===== config.mk =====
export PLATFORM = sky130hd
export DESIGN_NAME = fraction_reduce_gcd_unit
export DESIGN_NICKNAME = d
export VERILOG_FILES = /design/src/sv/frg_pkg.sv /design/src/sv/frg_sub.sv /design/src/sv/frg_ctrl.sv /design/src/sv/frg_dp.sv /design/src/sv/fraction_reduce_gcd_unit.sv
export SDC_FILE = /design/constraint.sdc
export NUM_CORES = 1
export LEC_CHECK = 0
export ABC_CLOCK_PERIOD_IN_PS = 9800
export BUFFER_PORTS_ARGS = -buffer_cell sky130_fd_sc_hd__buf_2
export CORE_MARGIN = 2
export CORE_UTILIZATION = 54
export CTS_CLUSTER_DIAMETER = 200
export DETAILED_ROUTE_END_ITERATION = 12
export MAX_ROUTING_LAYER = met4
export PLACE_DENSITY = 0.85
export REMOVE_ABC_BUFFERS = 1
export SETUP_SLACK_MARGIN = 0.3
export SLEW_MARGIN = 5
export SYNTH_ARGS = -nofsm -noshare
export SYNTH_HDL_FRONTEND = slang
export SYNTH_SLANG_ARGS = --single-unit

===== constraint.sdc =====
create_clock -name clk -period 9.8 [get_ports clk]
set_clock_uncertainty 0.2 [all_clocks]
set_input_delay 0.49 -clock clk [delete_from_list [all_inputs] [get_ports clk]]
set_output_delay 0.49 -clock clk [all_outputs]
set_load 0.01 [all_outputs]

===== src/sv/frg_pkg.sv =====
// shared types and codes for the fraction reduction unit
package frg_pkg;

  // sequencer states
  typedef enum logic [2:0] {
    S_IDLE,
    S_GCD,
    S_SCALE,
    S_DIV_NUM,
    S_NEXT_DEN,
    S_DIV_DEN,
    S_FINISH
  } state_t;

  // datapath operations issued by the sequencer
  typedef enum logic [2:0] {
    OP_NONE,
    OP_LOAD,
    OP_GCD,
    OP_SCALE,
    OP_NUM_INIT,
    OP_DIV_STEP,
    OP_DEN_INIT,
    OP_OUTPUT
  } op_t;

  // result status codes
  localparam int unsigned STATUS_W = 2;
  localparam logic [STATUS_W-1:0] STATUS_REDUCED     = 2'd0;
  localparam logic [STATUS_W-1:0] STATUS_IRREDUCIBLE = 2'd1;
  localparam logic [STATUS_W-1:0] STATUS_REJECTED    = 2'd2;

  // sequencer to datapath
  typedef struct packed {
    op_t op;
  } ctl_t;

  // datapath to sequencer
  typedef struct packed {
    logic in_zero;
    logic a_zero;
    logic k_zero;
    logic cnt_last;
    logic out_busy;
  } sts_t;

endpackage


===== src/sv/frg_sub.sv =====
// shared subtractor with borrow, used by the gcd loop and the divider
module frg_sub #(
  parameter int unsigned W = 32
) (
  input  logic [W-1:0] x,
  input  logic [W-1:0] y,
  output logic [W-1:0] diff,
  output logic         borrow
);

  logic [W:0] full;

  // one wide subtract, borrow taken from the extra top bit
  assign full   = {1'b0, x} - {1'b0, y};
  assign diff   = full[W-1:0];
  assign borrow = full[W];

endmodule


===== src/sv/frg_ctrl.sv =====
// sequencer for the gcd, scale and two division phases
module frg_ctrl (
  input  logic          clk,
  input  logic          rst_n,
  input  logic          in_valid,
  output logic          in_ready,
  input  frg_pkg::sts_t sts,
  output frg_pkg::ctl_t ctl
);

  frg_pkg::state_t state_r, state_nxt;

  // state register
  always_ff @(posedge clk) begin
    if (!rst_n) begin
      state_r <= frg_pkg::S_IDLE;
    end else begin
      state_r <= state_nxt;
    end
  end

  // next state
  always_comb begin
    state_nxt = state_r;
    case (state_r)
      frg_pkg::S_IDLE: begin
        if (in_valid) begin
          state_nxt = sts.in_zero ? frg_pkg::S_FINISH : frg_pkg::S_GCD;
        end
      end
      frg_pkg::S_GCD: begin
        if (sts.a_zero) state_nxt = frg_pkg::S_SCALE;
      end
      frg_pkg::S_SCALE: begin
        if (sts.k_zero) state_nxt = frg_pkg::S_DIV_NUM;
      end
      frg_pkg::S_DIV_NUM: begin
        if (sts.cnt_last) state_nxt = frg_pkg::S_NEXT_DEN;
      end
      frg_pkg::S_NEXT_DEN: begin
        state_nxt = frg_pkg::S_DIV_DEN;
      end
      frg_pkg::S_DIV_DEN: begin
        if (sts.cnt_last) state_nxt = frg_pkg::S_FINISH;
      end
      frg_pkg::S_FINISH: begin
        if (!sts.out_busy) state_nxt = frg_pkg::S_IDLE;
      end
      default: begin
        state_nxt = frg_pkg::S_IDLE;
      end
    endcase
  end

  // operation and handshake outputs
  always_comb begin
    in_ready = 1'b0;
    ctl.op   = frg_pkg::OP_NONE;
    case (state_r)
      frg_pkg::S_IDLE: begin
        in_ready = 1'b1;
        if (in_valid) ctl.op = frg_pkg::OP_LOAD;
      end
      frg_pkg::S_GCD: begin
        ctl.op = frg_pkg::OP_GCD;
      end
      frg_pkg::S_SCALE: begin
        ctl.op = sts.k_zero ? frg_pkg::OP_NUM_INIT : frg_pkg::OP_SCALE;
      end
      frg_pkg::S_DIV_NUM: begin
        ctl.op = frg_pkg::OP_DIV_STEP;
      end
      frg_pkg::S_NEXT_DEN: begin
        ctl.op = frg_pkg::OP_DEN_INIT;
      end
      frg_pkg::S_DIV_DEN: begin
        ctl.op = frg_pkg::OP_DIV_STEP;
      end
      frg_pkg::S_FINISH: begin
        if (!sts.out_busy) ctl.op = frg_pkg::OP_OUTPUT;
      end
      default: begin
        ctl.op = frg_pkg::OP_NONE;
      end
    endcase
  end

  // a finished result leaves for the output register once it is free
  a_finish_to_idle: assert property (@(posedge clk) disable iff (!rst_n)
    (state_r == frg_pkg::S_FINISH && !sts.out_busy) |=> (state_r == frg_pkg::S_IDLE))
    else $error("finish did not return to idle");

  // a zero operand skips the gcd and division phases
  a_zero_skips: assert property (@(posedge clk) disable iff (!rst_n)
    (state_r == frg_pkg::S_IDLE && in_valid && sts.in_zero)
      |=> (state_r == frg_pkg::S_FINISH))
    else $error("zero operand entered the gcd loop");

  // ready only while no transaction is in progress
  a_ready_idle: assert property (@(posedge clk) disable iff (!rst_n)
    (in_ready && in_valid) |=> !in_ready)
    else $error("second transaction accepted while busy");

endmodule


===== src/sv/frg_dp.sv =====
// datapath: binary gcd, scale by common power of two, restoring divisions
module frg_dp #(
  parameter int unsigned W = 31
) (
  input  logic                           clk,
  input  logic                           rst_n,
  input  frg_pkg::ctl_t                  ctl,
  output frg_pkg::sts_t                  sts,
  input  logic [W-1:0]                   in_numerator,
  input  logic [W-1:0]                   in_denominator,
  output logic                           out_valid,
  input  logic                           out_ready,
  output logic [W-1:0]                   out_reduced_numerator,
  output logic [W-1:0]                   out_reduced_denominator,
  output logic [W-1:0]                   out_common_divisor,
  output logic [frg_pkg::STATUS_W-1:0]   out_status
);

  localparam int unsigned KW = $clog2(W);
  localparam int unsigned CW = $clog2(W);

  // a: gcd operand, then division remainder; b: gcd operand, then divisor
  logic [W-1:0]  a_r, a_nxt, b_r, b_nxt;
  logic [W-1:0]  quo_r, quo_nxt, rn_r, rn_nxt;
  logic [W-1:0]  num_r, den_r;
  logic          rej_r;
  logic [KW-1:0] k_r, k_nxt;
  logic [CW-1:0] cnt_r, cnt_nxt;
  logic          out_valid_r;
  logic [W-1:0]  out_rn_r, out_rd_r, out_g_r;
  logic [frg_pkg::STATUS_W-1:0] out_st_r;

  logic [W:0]    sub_x, sub_y, sub_diff;
  logic          sub_borrow;

  // shared subtractor operands
  assign sub_x = (ctl.op == frg_pkg::OP_DIV_STEP) ? {a_r, quo_r[W-1]} : {1'b0, a_r};
  assign sub_y = {1'b0, b_r};

  frg_sub #(.W(W + 1)) u_sub (
    .x      (sub_x),
    .y      (sub_y),
    .diff   (sub_diff),
    .borrow (sub_borrow)
  );

  // status back to the sequencer
  assign sts.in_zero  = (in_numerator == '0) || (in_denominator == '0);
  assign sts.a_zero   = (a_r == '0);
  assign sts.k_zero   = (k_r == '0);
  assign sts.cnt_last = (cnt_r == CW'(W - 1));
  assign sts.out_busy = out_valid_r && !out_ready;

  // next values of the working registers
  always_comb begin
    a_nxt   = a_r;
    b_nxt   = b_r;
    k_nxt   = k_r;
    quo_nxt = quo_r;
    rn_nxt  = rn_r;
    cnt_nxt = cnt_r;
    case (ctl.op)
      frg_pkg::OP_LOAD: begin
        a_nxt = in_numerator;
        b_nxt = in_denominator;
        k_nxt = '0;
      end
      frg_pkg::OP_GCD: begin
        if (a_r != '0) begin
          if (!a_r[0] && !b_r[0]) begin
            a_nxt = {1'b0, a_r[W-1:1]};
            b_nxt = {1'b0, b_r[W-1:1]};
            k_nxt = k_r + KW'(1);
          end else if (!a_r[0]) begin
            a_nxt = {1'b0, a_r[W-1:1]};
          end else if (!b_r[0]) begin
            b_nxt = {1'b0, b_r[W-1:1]};
          end else if (sub_borrow) begin
            // both odd and a below b: swap so the next step subtracts
            a_nxt = b_r;
            b_nxt = a_r;
          end else begin
            a_nxt = sub_diff[W-1:0];
          end
        end
      end
      frg_pkg::OP_SCALE: begin
        b_nxt = {b_r[W-2:0], 1'b0};
        k_nxt = k_r - KW'(1);
      end
      frg_pkg::OP_NUM_INIT: begin
        a_nxt   = '0;
        quo_nxt = num_r;
        cnt_nxt = '0;
      end
      frg_pkg::OP_DIV_STEP: begin
        a_nxt   = sub_borrow ? sub_x[W-1:0] : sub_diff[W-1:0];
        quo_nxt = {quo_r[W-2:0], ~sub_borrow};
        cnt_nxt = cnt_r + CW'(1);
      end
      frg_pkg::OP_DEN_INIT: begin
        rn_nxt  = quo_r;
        a_nxt   = '0;
        quo_nxt = den_r;
        cnt_nxt = '0;
      end
      default: begin
        a_nxt = a_r;
      end
    endcase
  end

  // working registers
  always_ff @(posedge clk) begin
    a_r   <= a_nxt;
    b_r   <= b_nxt;
    k_r   <= k_nxt;
    quo_r <= quo_nxt;
    rn_r  <= rn_nxt;
    cnt_r <= cnt_nxt;
    if (ctl.op == frg_pkg::OP_LOAD) begin
      num_r <= in_numerator;
      den_r <= in_denominator;
      rej_r <= sts.in_zero;
    end
  end

  // output register payload
  always_ff @(posedge clk) begin
    if (ctl.op == frg_pkg::OP_OUTPUT) begin
      if (rej_r) begin
        out_rn_r <= '0;
        out_rd_r <= '0;
        out_g_r  <= '0;
        out_st_r <= frg_pkg::STATUS_REJECTED;
      end else begin
        out_rn_r <= rn_r;
        out_rd_r <= quo_r;
        out_g_r  <= b_r;
        out_st_r <= (b_r == W'(1)) ? frg_pkg::STATUS_IRREDUCIBLE
                                   : frg_pkg::STATUS_REDUCED;
      end
    end
  end

  // output valid flag
  always_ff @(posedge clk) begin
    if (!rst_n) begin
      out_valid_r <= 1'b0;
    end else if (ctl.op == frg_pkg::OP_OUTPUT) begin
      out_valid_r <= 1'b1;
    end else if (out_ready) begin
      out_valid_r <= 1'b0;
    end
  end

  assign out_valid               = out_valid_r;
  assign out_reduced_numerator   = out_rn_r;
  assign out_reduced_denominator = out_rd_r;
  assign out_common_divisor      = out_g_r;
  assign out_status              = out_st_r;

  // the remainder always stays below the divisor
  a_rem_below_div: assert property (@(posedge clk) disable iff (!rst_n)
    (ctl.op == frg_pkg::OP_DIV_STEP) |-> (a_r < b_r))
    else $error("division remainder not below divisor");

  // the gcd loop never runs with a zero second operand
  a_b_nonzero: assert property (@(posedge clk) disable iff (!rst_n)
    (ctl.op == frg_pkg::OP_GCD) |-> (b_r != '0))
    else $error("gcd operand b became zero");

  // loading a result always raises valid
  a_output_valid: assert property (@(posedge clk) disable iff (!rst_n)
    (ctl.op == frg_pkg::OP_OUTPUT) |=> out_valid_r)
    else $error("result loaded without valid");

endmodule


===== src/sv/fraction_reduce_gcd_unit.sv =====
// top level: fraction reduction by gcd on one shared subtractor
//
//   channel  ports                                               direction
//   in       in_valid, in_ready, in_numerator, in_denominator     into block
//   out      out_valid, out_ready, out_reduced_numerator,         out of block
//            out_reduced_denominator, out_common_divisor, out_status
//
// one transaction runs, from acceptance until the result is loaded: n binary gcd
// steps (one per halving, subtraction or swap), k doublings for the shared power
// of two and two W-step restoring divisions; the gcd subtractions and the
// division steps share one subtractor
// a zero operand skips the gcd and division phases and is reported as rejected
// reset clears the sequencer and the output valid flag only
// in_ready is high only when the sequencer is idle; a finished result waits
// in the output register, and a new transaction may be taken meanwhile
module fraction_reduce_gcd_unit #(
  parameter int unsigned OPERAND_WIDTH = 31
) (
  input  logic                                 clk,
  input  logic                                 rst_n,
  input  logic                                 in_valid,
  output logic                                 in_ready,
  input  logic [OPERAND_WIDTH-1:0]             in_numerator,
  input  logic [OPERAND_WIDTH-1:0]             in_denominator,
  output logic                                 out_valid,
  input  logic                                 out_ready,
  output logic [OPERAND_WIDTH-1:0]             out_reduced_numerator,
  output logic [OPERAND_WIDTH-1:0]             out_reduced_denominator,
  output logic [OPERAND_WIDTH-1:0]             out_common_divisor,
  output logic [frg_pkg::STATUS_W-1:0]         out_status
);

  frg_pkg::ctl_t ctl;
  frg_pkg::sts_t sts;

  // sequencer
  frg_ctrl u_ctrl (
    .clk      (clk),
    .rst_n    (rst_n),
    .in_valid (in_valid),
    .in_ready (in_ready),
    .sts      (sts),
    .ctl      (ctl)
  );

  // datapath
  frg_dp #(.W(OPERAND_WIDTH)) u_dp (
    .clk                     (clk),
    .rst_n                   (rst_n),
    .ctl                     (ctl),
    .sts                     (sts),
    .in_numerator            (in_numerator),
    .in_denominator          (in_denominator),
    .out_valid               (out_valid),
    .out_ready               (out_ready),
    .out_reduced_numerator   (out_reduced_numerator),
    .out_reduced_denominator (out_reduced_denominator),
    .out_common_divisor      (out_common_divisor),
    .out_status              (out_status)
  );

endmodule


**Word-level counts from Yosys, hierarchy flattened**

Cells that the tools add are included.

- Flip-flop bits (word level): 296
- Input bits: 66
- Output and inout port bits: 97
- Word-level logic and storage cells: 108

- Add/sub/neg operators: 4
- Equal/unequal tests: 26
- Multiplexer cells: 35
- Bitwise gates (word level): 1
- Reductions and logical operators: 25

Operator list:

| cell | count |
|---|---|
| two-way mux 31 bit | 11 |
| case mux 31 bit (3 select lines) | 2 |
| case mux 31 bit (4 select lines) | 1 |
| zero test 31 bit | 3 |
| subtractor 32 x 31 -> 33 bit | 1 |
| two-way mux 32 bit | 1 |
| == test 31 x 1 -> 1 bit, second input constant | 1 |
| nonzero test 31 bit | 1 |
| two-way mux 3 bit | 9 |
| == test 3 bit, second input constant | 7 |
| case mux 3 bit (7 select lines) | 1 |
| case mux 3 bit (6 select lines) | 1 |
| case mux 5 bit (3 select lines) | 1 |
| == test 3 x 2 -> 1 bit, second input constant | 4 |
| adder 5 x 1 -> 5 bit, second input constant | 2 |
| two-way mux 5 bit | 2 |
| inequality test 2 bit, second input constant | 5 |
| case mux 5 bit (2 select lines) | 1 |
| AND reduction 3 bit | 3 |
| inequality test 4 bit, second input constant | 2 |
| == test 3 x 1 -> 1 bit, second input constant | 2 |
| inequality test 2 x 1 -> 1 bit, second input constant | 3 |
| AND reduction 6 bit | 1 |
| nonzero test 3 bit | 2 |
| 15 further kinds | 24 |

**Longest topological paths before layout**

Gate-level depths: netlist of the first run.

- Word-level depth: 13
- Depth in mapped cells: 20
- Mapped depth without buffers: 16

**Cells and area by module**

Synthesis of the first run repeated with hierarchy kept, for this count alone.

- Cell total of the unflattened synthesis: 1392
- Area, all modules: 15588.7 µm²

By module, submodules not included:

| module | times used | cells an instance | area an instance (µm²) |
|---|---|---|---|
| frg_dp | 1 | 1046 | 13292.7 |
| frg_sub | 1 | 301 | 1979.4 |
| frg_ctrl | 1 | 45 | 316.6 |

**Worst setup path before layout of the first run**

OpenSTA, ideal clock, no wires.

- Path kind: register to register
- Start: register u_ctrl.state_r[2]
- End: register u_dp.b_r[10] (enable)
- Library setup time: 0.435 ns
- Data arrival time: 9.401 ns
- Required time: 9.165 ns
- Setup slack: -0.237 ns
- Stages on the path, launching flop included: 8
- Buffers on the path: 2
- Clock period less this slack: 10.037 ns
- Cells stage by stage: dfxtp_1 > buf_2 > buf_1 > nor4b_1 > inv_1 > a21oi_1 > inv_1 > a31oi_1

- Longest elaborated chain between the ends: 8
- Elaborated cells between the ends (all ways): 20

RTL lines:

| what | line | RTL |
|---|---|---|
| start, declared | frg_ctrl.sv:11 | `frg_pkg::state_t state_r, state_nxt;` |
| start signal, assigned | frg_ctrl.sv:16 | `state_r <= frg_pkg::S_IDLE;` |
| start signal, assigned | frg_ctrl.sv:18 | `state_r <= state_nxt;` |
| == test 3 x 2 -> 1 bit / == test 3 bit (equally long branches) | frg_ctrl.sv:59 | `case (state_r)` |
| OR reduction 2 bit (no source line) | n/a |  |
| case mux 3 bit (6 select lines) (*) | frg_ctrl.sv:59 |  |
| == test 3 bit | frg_dp.sv:37 | `assign sub_x = (ctl.op == frg_pkg::OP_DIV_STEP) ? {a_r, quo_r[W-1]} : {1'b0, a_r};` |
| two-way mux 32 bit | frg_dp.sv:37 |  |
| subtractor 32 x 31 -> 33 bit | frg_sub.sv:14 | `assign full = {1'b0, x} - {1'b0, y};` |
| inequality test 4 bit (no source line) | n/a |  |
| AND reduction 4 bit (no source line) (*) | n/a |  |
| end signal, assigned | frg_dp.sv:116 | `b_r <= b_nxt;` |
| end, declared | frg_dp.sv:23 | `logic [W-1:0] a_r, a_nxt, b_r, b_nxt;` |

Mark *: on every way between the ends. The rest lies on a longest branch, timed or not.
A chain may end at the register's enable or synchronous reset.

**Worst setup path after layout of the first run**

- Start: register u_ctrl.state_r[0]
- End: register u_dp.b_r[24] (enable)

Same word-level chain as after synthesis.

==> summary.md, run 1 <==
| Metric | Value |
|---|---|
| Startpoint Class | flip-flop |
| Final Instance Count excl. Fillers | 1,971 |
| FF-to-FF setup slack | 3.65 ns |
| Sequential power share | 35.6% |
| Met1 GRT Util | 38.83% |
| CTS Buffer Depth | 3 |
| Setup bufs post-CTS | 0 |
| RSZ-0062 raised after global routing | no |
| Most numerous cell in the Yosys netlist | edfxtp_1 |
| Vias per inst | 6.090 |
| Yosys synthesis warning count | 0 |
| Nets | 1,675 |
| # port buffers | 162 |
| FF-to-FF Start | u_ctrl.state_r[0]$_SDFFE_PN0P_ |
| Inserted Diodes | 0 |
| Setup slack after layout | 3.649 ns |
| Yosys cell types | 72 |
| Crit Path Max Fanout | 57 |
| Initial antenna violation count | 0 |
| Prevailing post-synth register cell | edfxtp_1 |
| Leakage power | 6.813 nW |
| Via count | 12,000 |
| Drt drc | 0 |
| Detailed Place HPWL | 27,920 um |
| Syn_area_per_cell | 11.00 sq um |
| Final GP Congestion | 0.9546 |
| Wire per inst | 20.64 um |
| CTS tree | done |
| Pwr dens | 345.7 nW/um^2 |
| Fraction of layout cells with a size suffix above 1 | 16.13% |
| Grt peak-use layer | met2 |
| Clock slew at reported path FFs | 0.06 ns |
| Hold_buf cts | 50 |
| Core Util, Final | 64.26% |
| Vias in the first global route | 11,020 |
| Hold depth | 1 |
| Minimum clock period | 6.151 ns |
| Congestion Overflow GR | 0 |
| DRT Pass-1 Iters | 8 |
| Post-synth top area share | 57.70% |
| Setup-failing EPs final | 0 |
| Clock power share | 18.2% |
| Synth-to-layout area growth | 17.48% |
| Comb pwr share | 46.2% |
| Synth Cell Area | 15,200 sq um |
| Die footprint | 29,500 sq um |
| Final Max Slew Viols | 0 |
| Hold Crit Class | input port to flip-flop |
| Ys async rst share | 0% |
| Worst Max-Slew Pin Slew | 1.121 ns |
| Root buf cell | clkbuf_16 |
| Largest area contributor in the netlist | edfxtp_1 |
| Period Utilization, post-route | 62.77% |
| Num CTS Buffers | 30 |
| Pint | 3.517 mW |
| Dpl cells | 1,864 |
| Worst Setup End Kind | flip-flop |
| Pre-CTS setup slack | 3.817 ns |
| 1st-iter DRT viols | 1,480 |
| Outcome | finished clean |
| Hold Violations, Final | 0 |
| HP Start | in_denominator[15] |
| Net Sw Power | 2.655 mW |
| Cells after synthesis | 1,381 |
| IO Count | 163 |
| Worst path required time | 9.82 ns |
| Clk Latency, worst-skew pair | 0.58 ns |
| Switching part of the total | 43.02% |
| FF+latch count, synth | 296 |
| Core Footprint | 27,780 sq um |
| Pin count of the biggest net entering global routing | 95 |
| H-tree depth | 1 |
| Seq/Total Area, Yosys | 58.22% |
| Remaining antenna violation count after routing | 0 |
| FF-to-FF path depth | 18 |
| Reg-to-Reg End | u_dp.b_r[24]$_DFFE_PP_ |
| Post-CTS sizing | 0 |
| Die Wd | 171.8 um |
| Met3 Track Usage GR | 4.303% |
| Max-cap violations | 0 |
| Worst Hold Path EP | u_dp.den_r[15]$_DFFE_PP_ |
| Max rail drop VDD | 0.2304 mV |
| Rel. slew slack | 24.97% |
| Synth top cells by count | 292 x edfxtp_1, 203 x nand2_1, 163 x nor2_1 |
| Die height | 171.8 um |
| Gr usage total | 28.12% |
| Cell row count | 61 |
| Met2 Track Usage GR | 41.64% |
| Initial core utilization | 54.70% |
| Worst EP arrival | 6.17 ns |
| First-pass GRT wire length | 62,360 um |
| # clock sinks | 296 |
| Fmax | 162.6 MHz |
| Critical path class | flip-flop to flip-flop |
| Final total power | 6.171 mW |
| EDFF count, synth | 292 |
| DRT Wirelength | 40,680 um |
| Largest cells by area after synthesis | edfxtp_1 58%, nand2_1 5.0%, nor2_1 4.0%, ha_1 3.0%, nor2b_1 3.0% |
[power groups by stage]
| stage | Sequential (mW) | Clock (mW) | Combinational (mW) |
|---|---|---|---|
| after floorplan | 2.15 | 0 | 1.99 |
| after global placement | 2.19 | 0 | 2.70 |
| after detailed placement | 2.19 | 0 | 2.76 |
| after CTS | 2.17 | 1.13 | 2.79 |
| after global routing | 2.22 | 1.18 | 3.13 |
| final | 2.20 | 1.12 | 2.85 |
[registers in the layout, summed over array words and instances (netlist names)]
signal and count:
u_dp.cnt_r 5, u_dp.num_r 31, u_dp.den_r 31, u_dp.k_r 5
u_ctrl.state_r 3, u_dp.out_common_divisor 31, u_dp.rn_r 31, u_dp.quo_r 31
u_dp.out_status 2, u_dp.a_r 31, u_dp.out_reduced_denominator 31, u_dp.out_valid 1
u_dp.out_reduced_numerator 31, u_dp.b_r 31, u_dp.rej_r 1
[worst max path at each step]
stage          slack [ns]                     end                      startpoint  depth (start not counted)
6_report             3.65  u_dp.b_r[24]$_DFFE_PP_  u_ctrl.state_r[0]$_SDFFE_PN0P_                         18
5_1_grt              3.30  u_dp.b_r[30]$_DFFE_PP_  u_ctrl.state_r[0]$_SDFFE_PN0P_                         18
4_1_cts              3.76  u_dp.b_r[26]$_DFFE_PP_  u_ctrl.state_r[0]$_SDFFE_PN0P_                         18
3_5_place_dp         3.82  u_dp.b_r[25]$_DFFE_PP_  u_ctrl.state_r[0]$_SDFFE_PN0P_                         18
3_3_place_gp         3.98  u_dp.b_r[29]$_DFFE_PP_  u_ctrl.state_r[0]$_SDFFE_PN0P_                         18
2_1_floorplan       -0.39  u_dp.b_r[10]$_DFFE_PP_  u_ctrl.state_r[1]$_SDFFE_PN0P_                          5
[per-layer routing]
metal / part of all wire, % / vias up
met5: 0 / -
met4: 4.8 / 0
met3: 9.7 / 147
met2: 44 / 709
met1: 41 / 5626
li1: - / 5521
[critical path, cell delays in order, from the launching register on]
cell and delay [ns]:
dfxtp_1 0.31, buf_4 0.39, inv_1 0.26, nor2_4 0.61, buf_4 0.64, nor2_1 0.09
a21oi_1 0.15, ha_1 0.20, inv_1 0.06, fa_1 0.46, a211oi_1 0.40, o211a_1 0.25
or3b_4 0.17, a21oi_4 0.07, o211ai_4 0.28, a31o_4 0.46, nand2_1 0.12, a31oi_2 0.20
buf_4 0.38
[through the flow]
stage	cell area [sq um]	hold WS [ns]	TNS (ns)
3_5_place_dp	16360	0.2560	0
4_1_cts	17820	0.00009859	0
3_3_place_gp	16360	0.2574	0
5_1_grt	17850	0.0001548	0
2_1_floorplan	14850	0.2415	-11.74
6_report	17850	0.01358	0
[area by class of cell]
type                            instances  area, sq um
Inverter                               41        153.9
Multi-Input combinational cell        965         5912
Clock buffer                           36        794.5
Clock inverter                         18        165.2
Tap cell                              378        473.0
Sequential cell                       296         8848
Fill cell                            2194         9928
Timing Repair Buffer                  237         1506
[logic make-up after synthesis]
family	synth area share, %
compound gates	15.15
xor+xnor	1.787
fa+ha+maj	3.227
buf+inv	3.285
flops	58.22
mux	2.116
simple gates	16.21
[placed cells by master, fill, tap and decap left out, types with 6 or more instances in the layout]
cell           instances
a21o_1                11
buf_4                 22
nor4_1                30
clkbuf_16             31
o21ai_0               40
nand3_1               23
a222oi_1               6
dlygate4sd3_1         53
and3_1                 8
inv_1                 41
a21oi_1               86
xor2_1                16
nor2b_1               72
xnor2_1               14
nor3_1                10
edfxtp_1             292
a31oi_1               14
o31ai_1                7
o211ai_1               6
nand4_1               10
o21ai_1                7
nor2_1               158
nand2b_1               6
a221o_1               35
a22oi_1               46
buf_2                162
ha_1                  36
nand2_1              203
mux2i_1               31
Note: power is estimated with default switching activity, not from simulation.
==> inputs of run 2 (changes only) <==
--- a/config.mk
+++ b/config.mk
@@ -5,14 +5,14 @@
 export SDC_FILE = /design/constraint.sdc
 export NUM_CORES = 1
 export LEC_CHECK = 0
-export ABC_CLOCK_PERIOD_IN_PS = 9800
+export ABC_CLOCK_PERIOD_IN_PS = 5670
 export BUFFER_PORTS_ARGS = -buffer_cell sky130_fd_sc_hd__buf_2
 export CORE_MARGIN = 2
-export CORE_UTILIZATION = 54
+export CORE_UTILIZATION = 55
 export CTS_CLUSTER_DIAMETER = 200
 export DETAILED_ROUTE_END_ITERATION = 12
 export MAX_ROUTING_LAYER = met4
-export PLACE_DENSITY = 0.85
+export PLACE_DENSITY = 0.83
 export REMOVE_ABC_BUFFERS = 1
 export SETUP_SLACK_MARGIN = 0.3
 export SLEW_MARGIN = 5
==> constraint.sdc (replaced) <==
create_clock -name clk -period 5.67 [get_ports clk]
set_clock_uncertainty 0.2 [all_clocks]
set_input_delay 0.2835 -clock clk [delete_from_list [all_inputs] [get_ports clk]]
set_output_delay 0.2835 -clock clk [all_outputs]
set_load 0.01 [all_outputs]
==> run 2 against run 1 <==
Against the previous run:
- setup slack worse by 2.9 ns
- clock-buffer cell count shrank 3
- final cell count fell by 1.1%
- non-clock buffer count up 12
- critical path depth down 3
- hold slack better by 0.18 ns
- utilization is 2.2 points higher
- clock power rose by 74%
- sequential share of layout area down 0.32 points
- sequential power grew 75%
- total power up 75%
- critical path type unchanged
- largest cell class unchanged
- largest power group unchanged
==> summary.md, run 2 (same netlist as run 1, synthesis figures left out) <==
| Metric | Value |
|---|---|
| Hold depth | 6 (+5) |
| Die footprint | 28,980 sq um (-1.8%) |
| CTS tree | done |
| Leakage power | 6.879 nW (+0.98%) |
| Via count | 12,280 (+2.3%) |
| Max-cap violations | 0 (unchanged) |
| Remaining antenna violation count after routing | 0 (unchanged) |
| Cell row count | 60 (-1.6%) |
| Period Utilization, post-route | 87.34% (+25 points) |
| 1st-iter DRT viols | 1,678 (+13%) |
| Root buf cell | clkbuf_16 |
| Worst Hold Path EP | u_ctrl.state_r[2]$_SDFFE_PN0P_ |
| # clock sinks | 296 (unchanged) |
| Critical path class | flip-flop to flip-flop |
| Startpoint Class | flip-flop |
| Nets | 1,687 (+0.72%) |
| FF-to-FF path depth | 15 (-3) |
| Hold Violations, Final | 0 (unchanged) |
| Setup-failing EPs final | 0 (unchanged) |
| Gr usage total | 30.76% (+2.6 points) |
| First-pass GRT wire length | 66,490 um (+6.6%) |
| DRT Pass-1 Iters | 8 (unchanged) |
| CTS Buffer Depth | 3 (unchanged) |
| Worst Max-Slew Pin Slew | 0.9919 ns (-0.1294 ns) |
| # port buffers | 162 (unchanged) |
| Fin Setup TNS | 0 ns (unchanged) |
| IO Count | 163 (unchanged) |
| Rel. slew slack | 33.71% (+8.7 points) |
| Congestion Overflow GR | 0 (unchanged) |
| Num CTS Buffers | 30 (unchanged) |
| Core Footprint | 27,030 sq um (-2.7%) |
| Met2 wire length | 19,330 um (+7.2%) |
| Die height | 170.2 um (-0.89%) |
| Core Util, Final | 66.50% (+2.2 points) |
| Max rail drop VDD | 0.4050 mV (+76%) |
| Outcome | finished clean |
| Max Used Layer | met4 |
| H-tree depth | 1 (unchanged) |
| M1 wire length | 17,300 um (+3.4%) |
| Crit Path Max Fanout | 41 (-28%) |
| RSZ-0062 raised after global routing | no |
| Final GP Congestion | 0.9796 (+2.6%) |
| Drt drc | 0 (unchanged) |
| Minimum clock period | 4.952 ns (-1.199 ns) |
| FF-to-FF setup slack | 0.72 ns (-2.93 ns) |
| FF-to-FF Start | u_ctrl.state_r[2]$_SDFFE_PN0P_ |
| Fraction of layout cells with a size suffix above 1 | 16.31% (+0.18 points) |
| Worst EP arrival | 4.96 ns (-1.21 ns) |
| Initial antenna violation count | 2 (+2) |
| Worst path required time | 5.68 ns (-4.14 ns) |
| Detailed Place HPWL | 28,910 um (+3.5%) |
| Pin count of the biggest net entering global routing | 70 (-26%) |
| Fmax | 201.9 MHz (+24%) |
| Met3 WL | 4390 um (+11%) |
| Most frequent cells in the layout | 292 x edfxtp_1, 203 x nand2_1, 162 x buf_2 |
| Reg-to-Reg End | u_dp.b_r[18]$_DFFE_PP_ |
| Wire per inst | 22.33 um (+8.2%) |
| Initial core utilization | 56.23% (+1.5 points) |
| Worst Setup End Kind | flip-flop |
| HP Start | out_ready |
| Synth-to-layout area growth | 18.25% |
| DRT Wirelength | 43,550 um (+7.1%) |
| Hold Crit Class | input port to flip-flop |
| Vias in the first global route | 11,550 (+4.8%) |
| Vias per inst | 6.298 (+3.4%) |
| Clk Latency, worst-skew pair | 0.55 ns (-0.03 ns) |
| Final hold slack | 0.1902 ns (+0.1767 ns) |
| Pwr dens | 601.1 nW/um^2 (+74%) |
| Clock slew at reported path FFs | 0.07 ns (about the same) |
| Die Wd | 170.2 um (-0.89%) |
| Final Max Slew Viols | 0 (unchanged) |
| Most common cell after layout, fill and taps aside | edfxtp_1 |
-- run 2: cell types whose count changed in the layout (fill, tap and decap cells not counted), sizes merged --
cell         change
dlygate4sd3     +11
diode            +3
clkinvlp         +2
clkbuf           -3
inv              +2
buf              +1
-- run 2: cell type report --
cell class	count	area (sq um)
fill	2001	9055
sequential	296	8850
multi-input combinational	965	5914
timing repair buffer	249	1649
clock buffer	33	783.3
tap	341	426.7
clock inverter	22	186.4
inverter	41	153.9
antenna	3	7.507
-- run 2: power breakdown --
group          switching (mW)  internal (mW)
registers               0.638           3.21
clock network           0.855           1.09
logic                    3.20           1.80
total                    4.69           6.11
-- run 2: critical path, cell delays in order, from the launching register on --
cell,delay [ns]
dfxtp_2,0.54
xnor2_2,0.21
nand2b_1,0.16
buf_4,0.40
nand2_1,0.12
nand2_1,0.09
ha_1,0.27
a21oi_1,0.25
o21ai_1,0.12
a311o_1,0.32
a221o_1,0.42
o211ai_4,0.26
a31o_4,0.45
nand2_1,0.12
a31oi_2,0.21
buf_4,0.40
-- run 2: worst max path at each step --
stage / from / to / slack (ns)
3_5_place_dp: u_ctrl.state_r[2]$_SDFFE_PN0P_ / u_dp.b_r[26]$_DFFE_PP_ / 0.64
6_report: u_ctrl.state_r[2]$_SDFFE_PN0P_ / u_dp.b_r[18]$_DFFE_PP_ / 0.72
5_1_grt: u_ctrl.state_r[2]$_SDFFE_PN0P_ / u_dp.b_r[26]$_DFFE_PP_ / 0.49
3_3_place_gp: u_ctrl.state_r[2]$_SDFFE_PN0P_ / u_dp.b_r[26]$_DFFE_PP_ / 0.79
4_1_cts: u_ctrl.state_r[2]$_SDFFE_PN0P_ / u_dp.b_r[27]$_DFFE_PP_ / 0.62
2_1_floorplan: u_ctrl.state_r[1]$_SDFFE_PN0P_ / u_dp.b_r[10]$_DFFE_PP_ / -4.52
-- run 2: routing by layer --
metal  up-vias  global-route usage (%)
li1       5553                       -
met1      5714                   41.46
met2       830                   45.55
met3       185                   4.558
met4         0                   16.02
met5         -                       -
-- run 2: repair_timing --
action,CTS,global route
resized for setup,0,1
endpoints found under the hold margin,124,0
endpoints found under the setup margin,0,30
hold buffers,64,0
setup buffers,0,0
-- run 2: metrics by stage --
| step | instance area [sq um] | instances | total power [mW] | setup WS (ns) |
|---|---|---|---|---|
| CTS | 17960 | 1947 | 10.64 | 0.6220 |
| floorplan | 14850 | 1302 | 7.156 | -4.521 |
| detailed placement | 16350 | 1828 | 8.650 | 0.6402 |
| finish | 17970 | 1950 | 10.80 | 0.7179 |
| global route | 17970 | 1949 | 11.39 | 0.4901 |
| global placement | 16350 | 1828 | 8.569 | 0.7895 |
